[src/rtl/core/bezier_surface_point_eval_defines.svh]
// ----------------------------------------------------------------------------
// Bezier surface evaluator assertion macros
// Shared concurrent assertion forms for the surface evaluator RTL.
// ----------------------------------------------------------------------------
`ifndef BEZIER_SURFACE_POINT_EVAL_DEFINES_SVH
`define BEZIER_SURFACE_POINT_EVAL_DEFINES_SVH

// same-cycle implication
`define BSP_ASSERT_NOW(lbl, ante, cons, msg) \
    lbl: assert property (@(posedge i_clk) disable iff (!i_rst_n) (ante) |-> (cons)) \
        else $error(msg);

// next-cycle implication
`define BSP_ASSERT_NEXT(lbl, ante, cons, msg) \
    lbl: assert property (@(posedge i_clk) disable iff (!i_rst_n) (ante) |=> (cons)) \
        else $error(msg);

`endif

[src/rtl/core/bsp_pkg.sv]
// ----------------------------------------------------------------------------
// Bezier surface evaluator package
// Sizes, binomial table and shared types.
// ----------------------------------------------------------------------------
package bsp_pkg;

    localparam int MAX_SIDE   = 8;
    localparam int GRID_CELLS = MAX_SIDE * MAX_SIDE;
    localparam int IDX_W      = $clog2(MAX_SIDE);
    localparam int ADDR_W     = $clog2(GRID_CELLS);
    localparam int Q15_W      = 16;
    localparam logic [Q15_W-1:0] Q15_ONE = 16'd32768;

    localparam logic [0:0] OP_WRITE = 1'b0;
    localparam logic [0:0] OP_EVAL  = 1'b1;

    typedef logic [MAX_SIDE-1:0][Q15_W-1:0] t_basis_tab;

    typedef struct packed {
        logic               done;
        logic signed [31:0] x;
        logic signed [31:0] y;
        logic signed [31:0] z;
    } t_acc_res;

    localparam logic [5:0] BINOM [MAX_SIDE][MAX_SIDE] = '{
        '{6'd1, 6'd0, 6'd0,  6'd0,  6'd0,  6'd0,  6'd0, 6'd0},
        '{6'd1, 6'd1, 6'd0,  6'd0,  6'd0,  6'd0,  6'd0, 6'd0},
        '{6'd1, 6'd2, 6'd1,  6'd0,  6'd0,  6'd0,  6'd0, 6'd0},
        '{6'd1, 6'd3, 6'd3,  6'd1,  6'd0,  6'd0,  6'd0, 6'd0},
        '{6'd1, 6'd4, 6'd6,  6'd4,  6'd1,  6'd0,  6'd0, 6'd0},
        '{6'd1, 6'd5, 6'd10, 6'd10, 6'd5,  6'd1,  6'd0, 6'd0},
        '{6'd1, 6'd6, 6'd15, 6'd20, 6'd15, 6'd6,  6'd1, 6'd0},
        '{6'd1, 6'd7, 6'd21, 6'd35, 6'd35, 6'd21, 6'd7, 6'd1}
    };

endpackage

[src/rtl/core/bsp_basis.sv]
// ----------------------------------------------------------------------------
// Bernstein basis builder
// Builds row and column basis tables with one multiply step per cycle.
// ----------------------------------------------------------------------------
module bsp_basis (
    input  logic                          i_clk,
    input  logic                          i_rst_n,
    input  logic                          i_start,
    input  logic [bsp_pkg::IDX_W-1:0]     i_deg,
    input  logic [bsp_pkg::Q15_W-1:0]     i_s,
    input  logic [bsp_pkg::Q15_W-1:0]     i_t,
    output logic                          o_done,
    output bsp_pkg::t_basis_tab           o_row,
    output bsp_pkg::t_basis_tab           o_col
);

    logic                        r_busy, n_busy;
    logic                        r_done;
    logic [bsp_pkg::IDX_W-1:0]   r_i, r_k, r_d;
    logic [bsp_pkg::Q15_W-1:0]   r_s, r_t, r_us, r_ut, r_ps, r_pt;
    bsp_pkg::t_basis_tab         r_row, r_col;

    logic [bsp_pkg::Q15_W-1:0]   fs, ft;
    logic [31:0]                 ms, mt;
    logic [21:0]                 cs, ct;
    logic [bsp_pkg::Q15_W-1:0]   sat_s, sat_t;

    always_comb begin
        fs    = (r_k < r_i) ? r_s : r_us;
        ft    = (r_k < r_i) ? r_t : r_ut;
        ms    = 32'(r_ps) * 32'(fs) + 32'd16384;
        mt    = 32'(r_pt) * 32'(ft) + 32'd16384;
        cs    = 22'(r_ps) * 22'(bsp_pkg::BINOM[r_d][r_i]);
        ct    = 22'(r_pt) * 22'(bsp_pkg::BINOM[r_d][r_i]);
        sat_s = (cs > 22'(bsp_pkg::Q15_ONE)) ? bsp_pkg::Q15_ONE : cs[15:0];
        sat_t = (ct > 22'(bsp_pkg::Q15_ONE)) ? bsp_pkg::Q15_ONE : ct[15:0];
        n_busy = r_busy && !((r_k == r_d) && (r_i == r_d));
    end

    always_ff @(posedge i_clk) begin
        if (!i_rst_n) begin
            r_busy <= 1'b0;
            r_done <= 1'b0;
        end else begin
            r_done <= r_busy && !n_busy;
            r_busy <= i_start ? 1'b1 : n_busy;
        end
    end

    always_ff @(posedge i_clk) begin
        if (i_start) begin
            r_d  <= i_deg;
            r_s  <= i_s;
            r_t  <= i_t;
            r_us <= bsp_pkg::Q15_ONE - i_s;
            r_ut <= bsp_pkg::Q15_ONE - i_t;
            r_i  <= '0;
            r_k  <= '0;
            r_ps <= bsp_pkg::Q15_ONE;
            r_pt <= bsp_pkg::Q15_ONE;
        end else if (r_busy) begin
            if (r_k != r_d) begin
                r_ps <= ms[30:15];
                r_pt <= mt[30:15];
                r_k  <= r_k + 1'b1;
            end else begin
                r_row[r_i] <= sat_s;
                r_col[r_i] <= sat_t;
                r_ps <= bsp_pkg::Q15_ONE;
                r_pt <= bsp_pkg::Q15_ONE;
                r_k  <= '0;
                r_i  <= r_i + 1'b1;
            end
        end
    end

    assign o_done = r_done;
    assign o_row  = r_row;
    assign o_col  = r_col;

endmodule

[config.mk]
export PLATFORM = sky130hd
export DESIGN_NAME = bsp_basis
export DESIGN_NICKNAME = d
export VERILOG_FILES = /design/src/rtl/core/bezier_surface_point_eval_defines.svh /design/src/rtl/core/bsp_pkg.sv /design/src/rtl/core/bsp_basis.sv
export SDC_FILE = /design/constraint.sdc
export NUM_CORES = 2
export LEC_CHECK = 0
export BUFFER_PORTS_ARGS = -buffer_cell sky130_fd_sc_hd__clkbuf_2
export CAP_MARGIN = 10
export CORE_ASPECT_RATIO = 0.5
export CORE_MARGIN = 4
export CORE_UTILIZATION = 45
export CTS_BUF_LIST = sky130_fd_sc_hd__clkbuf_8
export DETAILED_ROUTE_END_ITERATION = 16
export PLACE_DENSITY = 0.65
export SLEW_MARGIN = 20
export SYNTH_ARGS = -nofsm -noshare
export SYNTH_HDL_FRONTEND = slang
export SYNTH_SLANG_ARGS = --single-unit
[constraint.sdc]
create_clock -name i_clk -period 7.9 [get_ports i_clk]
set_input_delay 0 -clock i_clk [delete_from_list [all_inputs] [get_ports i_clk]]
set_output_delay 0 -clock i_clk [all_outputs]
set_load 0.05 [all_outputs]
# After elaboration in Yosys (flattened, before gate mapping)
# Memory sizes are Yosys's and may differ from the RTL's.
# Cells that the tools add are included.
[totals] n_memories=1 regBits=363 mem_bits_ro=384 in_bits=38 out_inout_bits=257
[op_classes] eq_ne=3 n_lt_le_gt_ge=7 reduce_logical=8 n_mul=4 bitwise_logic=4 addsub=6 mux=17
[mem_list] name="(no name shown)" depth=8 word_bits=48 rd=1 rd_clocked_by_memory_dff=0 write_ports=0 line_no="bsp_basis.sv:34" rtl="ct = 22'(r_pt) * 22'(bsp_pkg::BINOM[r_d][r_i]);"
[ops] cell="128-bit bitwise mux" count=2
[ops] cell="16-bit 2-to-1 mux" count=7
[ops] cell="48-bit 2-to-1 mux" count=2
[ops] cell="31-bit by 15-bit adder with 31-bit output (second input constant)" count=2
[ops] cell="16-bit by 16-bit multiplier with 31-bit output" count=2
[ops] cell="16-bit demux with 3-bit select" count=1
[ops] cell="22-bit by 16-bit greater-than comparator with 1-bit output (second input constant)" count=2
[ops] cell="16-bit by 6-bit multiplier with 22-bit output" count=2
[ops] cell="16-bit subtractor (first input constant)" count=2
[ops] cell="6-bit binary-select mux with 3-bit select" count=1
[ops] cell="6-bit 2-to-1 mux" count=2
[ops] cell="4-bit greater-or-equal comparator (second input constant)" count=2
[ops] cell="3-bit NOT with 4-bit output" count=2
[ops] cell="3-bit by 1-bit adder with 3-bit output (second input constant)" count=2
[ops] cell="3-bit == test" count=2
[ops] cell="1-bit logical AND" count=4
[ops] cell="3-bit by 4-bit < comparator with 1-bit output (second input constant)" count=1
[ops] cell="3-bit by 1-bit greater-or-equal comparator with 1-bit output (second input constant)" count=1
[ops] cell="3-bit < comparator" count=1
[ops] cell="3-bit 2-to-1 mux" count=1
[ops] cell="3-bit inequality test" count=1
[ops] cell="3-bit AND reduction" count=1
[ops] cell="1-bit zero test" count=2
[ops] cell="1-bit NOT" count=2
[ops] cell="other kinds (2)" count=2

# Depth between registers and ports, before layout
[depth] depth_word=11 depth_mapped=30

# Least setup slack after synthesis
# OpenSTA, ideal clock, no wires.
[synth_timing] kind="register -> register" startpoint="register r_i[2] (netlist name)" endpoint="register r_pt[15] (netlist name)" stages_incl_launch_ff=30 n_path_buf=2 synth_period_minus_slack_ps=8061 path_slack_ps=-161 arrival_time_ps=7935 cell_sequence="dfxtp_1 -> inv_1 -> ha_1 -> a21o_1 -> a31oi_4 -> clkbuf_1 -> mux2i_1 -> clkbuf_1 -> nor2b_1 -> fa_1 -> inv_1 -> fa_1 -> fa_1 -> inv_1 -> fa_1 -> fa_1 -> inv_1 -> fa_1 -> inv_1 -> ha_1 -> a21oi_1 -> o21bai_1 -> a221o_1 -> a311oi_1 -> a41oi_1 -> a211o_1 -> a21oi_1 -> xnor2_1 -> nor4b_1 -> o31ai_1"
[synth_between] elab_chain_len=5
[synth_rtl] element="start: declaration" line_no="bsp_basis.sv:19" rtl="logic [bsp_pkg::IDX_W-1:0] r_i, r_k, r_d;"
[synth_rtl] element="start signal: assignment" line_no="bsp_basis.sv:72" rtl="r_i <= r_i + 1'b1;"
[synth_rtl] element="3-bit < comparator" line_no="bsp_basis.sv:30" rtl="ft = (r_k < r_i) ? r_t : r_ut;"
[synth_rtl] element="16-bit 2-to-1 mux" line_no="bsp_basis.sv:30"
[synth_rtl] element="16-bit by 16-bit multiplier with 31-bit output" line_no="bsp_basis.sv:32" rtl="mt = 32'(r_pt) * 32'(ft) + 32'd16384;"
[synth_rtl] element="31-bit by 15-bit adder with 31-bit output" line_no="bsp_basis.sv:32"
[synth_rtl] element="16-bit 2-to-1 mux" line_no="bsp_basis.sv:62" rtl="if (r_k != r_d) begin"
[synth_rtl] element="end signal: assignment" line_no="bsp_basis.sv:60" rtl="r_pt <= bsp_pkg::Q15_ONE;"
[synth_rtl] element="end signal: assignment" line_no="bsp_basis.sv:64" rtl="r_pt <= mt[30:15];"
[synth_rtl] element="end signal: assignment" line_no="bsp_basis.sv:70" rtl="r_pt <= bsp_pkg::Q15_ONE;"
[synth_rtl] element="end: declaration" line_no="bsp_basis.sv:20" rtl="logic [bsp_pkg::Q15_W-1:0] r_s, r_t, r_us, r_ut, r_ps, r_pt;"
# No other way between the ends.
# A chain may end at the register's enable or synchronous reset.

# Worst setup path after layout
# Same ends and word-level chain as after synthesis.

==> results.json <==
{
  "clk_pin_slew_ns": 0.08,
  "hp-class": "in2reg",
  "pwr-share-clk": 0.123,
  "root_buffer": "clkbuf_8",
  "critical_path_class": "reg2reg",
  "netlist_top_cells_area": "fa_1, edfxtp_1, ha_1",
  "crit_path_end_kind": "flip-flop",
  "antenna_found_initial": 1,
  "clock_latency_ns": 0.67,
  "post-route-period-util": 0.9842,
  "status": "complete, no violations",
  "cp_max_fo": 14,
  "drc": 0,
  "synth_seq_area_share": 0.2990,
  "synth_common_cells": "inv_1, fa_1, nand2_1, edfxtp_1, ha_1",
  "finalMaxSlewViolations": 0,
  "synth_edf_count": 321,
  "start_kind": "flip-flop",
  "grt_max_degree": 61,
  "multi_input_area_mm2": 0.02182,
  "finalPower_mw": 11.99,
  "maxCapViolations": 0,
  "die_h_um": 205.0,
  "drt_iter0_markers": 1440,
  "routed_wl_um": 86990,
  "synth_cell_types": 75,
  "mappedNetlistNets": 4111,
  "relSlewSlack": 0.2427,
  "synth_largest_area_cell": "fa_1",
  "core-area_mm2": 0.07604,
  "dp_hpwl_um": 67050,
  "synth.avg_cell_area_um2": 10.62,
  "gp_congestion": 0.8798,
  "routedWlPerCell_um": 18.44,
  "grt_pass1_vias": 25844,
  "swShare": 0.4704,
  "num_io_pins": 295,
  "fillers": 6720,
  "p_switching_mw": 5.641,
  "yosys_register_bits": 361,
  "die-area_mm2": 0.08237,
  "min_period_ns": 7.775,
  "fmax_ghz": 0.1286,
  "h-tree-depth": 2,
  "p_comb_frac": 0.677,
  "cp.arrival_ns": 8.31,
  "drive_above_1_share": 0.1505,
  "grt-ovfl-total": 0,
  "place_area_mm2": 0.03809,
  "hp-start": "i_s[15]",
  "synthCells": 3287,
  "vias_per_cell": 5.176,
  "die_w_um": 401.9,
  "fin_nets": 4478,
  "synth.most_common_cell": "inv_1",
  "cts_buffer_depth": 3,
  "rsz0062_at_grt": "yes",
  "synth-main-ff-cell": "edfxtp_1",
  "regArea_mm2": 0.01044,
  "hold_viol_final": 0,
  "yosys.area.top_type_share": 0.2867,
  "io_buffer_count": 294,
  "finalSetupTns_ns": 0,
  "power_density_mw_per_mm2": 301.0,
  "rows": 71,
  "rrSetupSlack_ns": 0.12,
  "area_delta_synth_final_pct": 14.11,
  "hold_path_end": "r_s[15]",
  "timing.rr.end": "r_pt[15]",
  "slowest_delay_ns": 0.55,
  "grtUsageTotal": 0.2146,
  "vias": 24421,
  "p_seq_frac": 0.200,
  "p_int_mw": 6.350,
  "cpMostUsedCell": "fa_1",
  "synth_area_mm2": 0.03491,
  "first_pass_iters": 6,
  "worstReg2RegStart": "r_i[2]",
  "cts_sinks": 361,
  "initial_core_util": 0.4591,
  "min_path_cells": 2,
  "postRouteAntennaNets": 0,
  "reg2reg_depth": 29,
  "tightest_slew_ns": 1.134,
  "setup_viol_count_final": 0,
  "leakagePower_nw": 18.78,
  "ys_warn_count": 0,
  "grt_pass1_wl_um": 140500,
  "cp.required_ns": 8.43,
  "cts_made_buffers": 54,
  "fin_skew_ns": 0.03008,
  "tritoncts": "yes",
  "critPathSlowestCell": "fa_1",
  "final_area_mm2": 0.03984,
  "async_flop_share": 0,
  "vdd_drop_max_uv": 430.9
}
[final cells by class]
cell class | instances | area share
diodes | 1 | 0.00006282
clock buffers | 54 | 0.01866
clock inverters | 43 | 0.006878
inverters | 649 | 0.06115
multi-input cells | 2140 | 0.5477
flip-flops and latches | 361 | 0.2621
well taps | 1022 | 0.03210
repair buffers | 448 | 0.07136
[kinds of logic after synthesis]
group | count (synthesis) | share of synthesized area
adders and majority gates | 786 | 0.3892
buffers and inverters | 786 | 0.08451
xor gates and xnor gates | 95 | 0.02383
muxes | 37 | 0.01150
and+or+nand+nor | 973 | 0.1412
AOI/OAI and AO/OA | 249 | 0.05068
DFF | 361 | 0.2990
[power groups by stage]
stage / Sequential [mW] / Clock, mW / Combinational, mW
5_1_grt: 2.41 / 1.61 / 9.34
4_1_cts: 2.39 / 1.52 / 8.03
3_5_place_dp: 2.43 / 0 / 7.92
6_report: 2.40 / 1.48 / 8.11
3_3_place_gp: 2.43 / 0 / 7.78
2_1_floorplan: 2.30 / 0 / 5.87
[critical path, delay by kind of cell (launching register included)]
kind	cells	cell delay [ns]
adders and majority gates	8	3.52
AOI/OAI and AO/OA	9	1.75
buffers and inverters	7	0.91
and+or+nand+nor	3	0.51
muxes	1	0.40
DFF	1	0.33
xor gates and xnor gates	1	0.21
[metal layers]
layer | wire length (um) | vias to the layer above | GRT usage | part of all wire
li1 | - | 11093 | - | -
met1 | 37670 | 12526 | 0.2955 | 0.43
met2 | 42630 | 684 | 0.3644 | 0.49
met3 | 4940 | 118 | 0.02792 | 0.057
met4 | 1745 | 0 | 0.05030 | 0.020
met5 | 0 | - | 0 | 0
[through the flow]
step | setup WS, ns | instances | utilization | hold slack (ns)
2_1_floorplan | 0.04609 | 3287 | - | 0.09887
3_3_place_gp | -0.005079 | 4568 | 0.5008 | 0.1824
3_5_place_dp | -0.1046 | 4568 | 0.5008 | 0.1864
4_1_cts | 0.01717 | 4703 | 0.5196 | 0.04434
5_1_grt | -0.1622 | 4718 | 0.5239 | 0.05047
6_report | 0.1250 | 4718 | 0.5239 | 0.08881
[flip-flops by register name, indices dropped and copies added, names as in the netlist]
signal,flops
r_s,16
o_row,128
r_k,3
r_ps,16
r_pt,16
r_i,3
r_ut,15
r_us,15
r_t,16
r_busy,1
o_col,128
o_done,1
r_d,3
[repair_timing]
| item | CTS | global route |
|---|---|---|
| setup buffers | 0 | 12 |
| resized for setup | 5 | 31 |
| gates cloned | 0 | 2 |
| pin swaps | 0 | 5 |
| hold endpoints to repair | 88 | 0 |
| endpoints found under the setup margin | 1 | 84 |
| hold buffers | 38 | 0 |
[worst max path at each step]
stage,startpoint,to,slack [ns],cells after the start
2_1_floorplan,r_i[2],r_pt[15],0.05,29
3_5_place_dp,r_i[2],r_pt[15],-0.10,28
6_report,r_i[2],r_pt[15],0.12,29
3_3_place_gp,r_i[2],r_pt[15],-0.005,28
5_1_grt,r_i[2],r_pt[15],-0.16,32
4_1_cts,r_i[2],r_pt[15],0.02,29
[cells in the final DEF (no fill, tap or decap), drive strengths merged, types with 11 or more instances in the layout]
master and instances:
inv 671, fa 500, nand2 379, clkbuf 349
edfxtp 321, ha 286, and2 268, buf 115
nor2b 89, nor2 77, xnor2 60, a21oi 57
dfxtp 40, o21ai 40, dlygate4sd3 38, xor2 35
nor3 29, a21o 26, nand2b 25, mux2 25
and3 24, a22o 20, clkinv 18, nand3 17
nor4 16, o21bai 13, nand4 12, mux2i 12
a31oi 11
(Power assumes the default switching activity.)
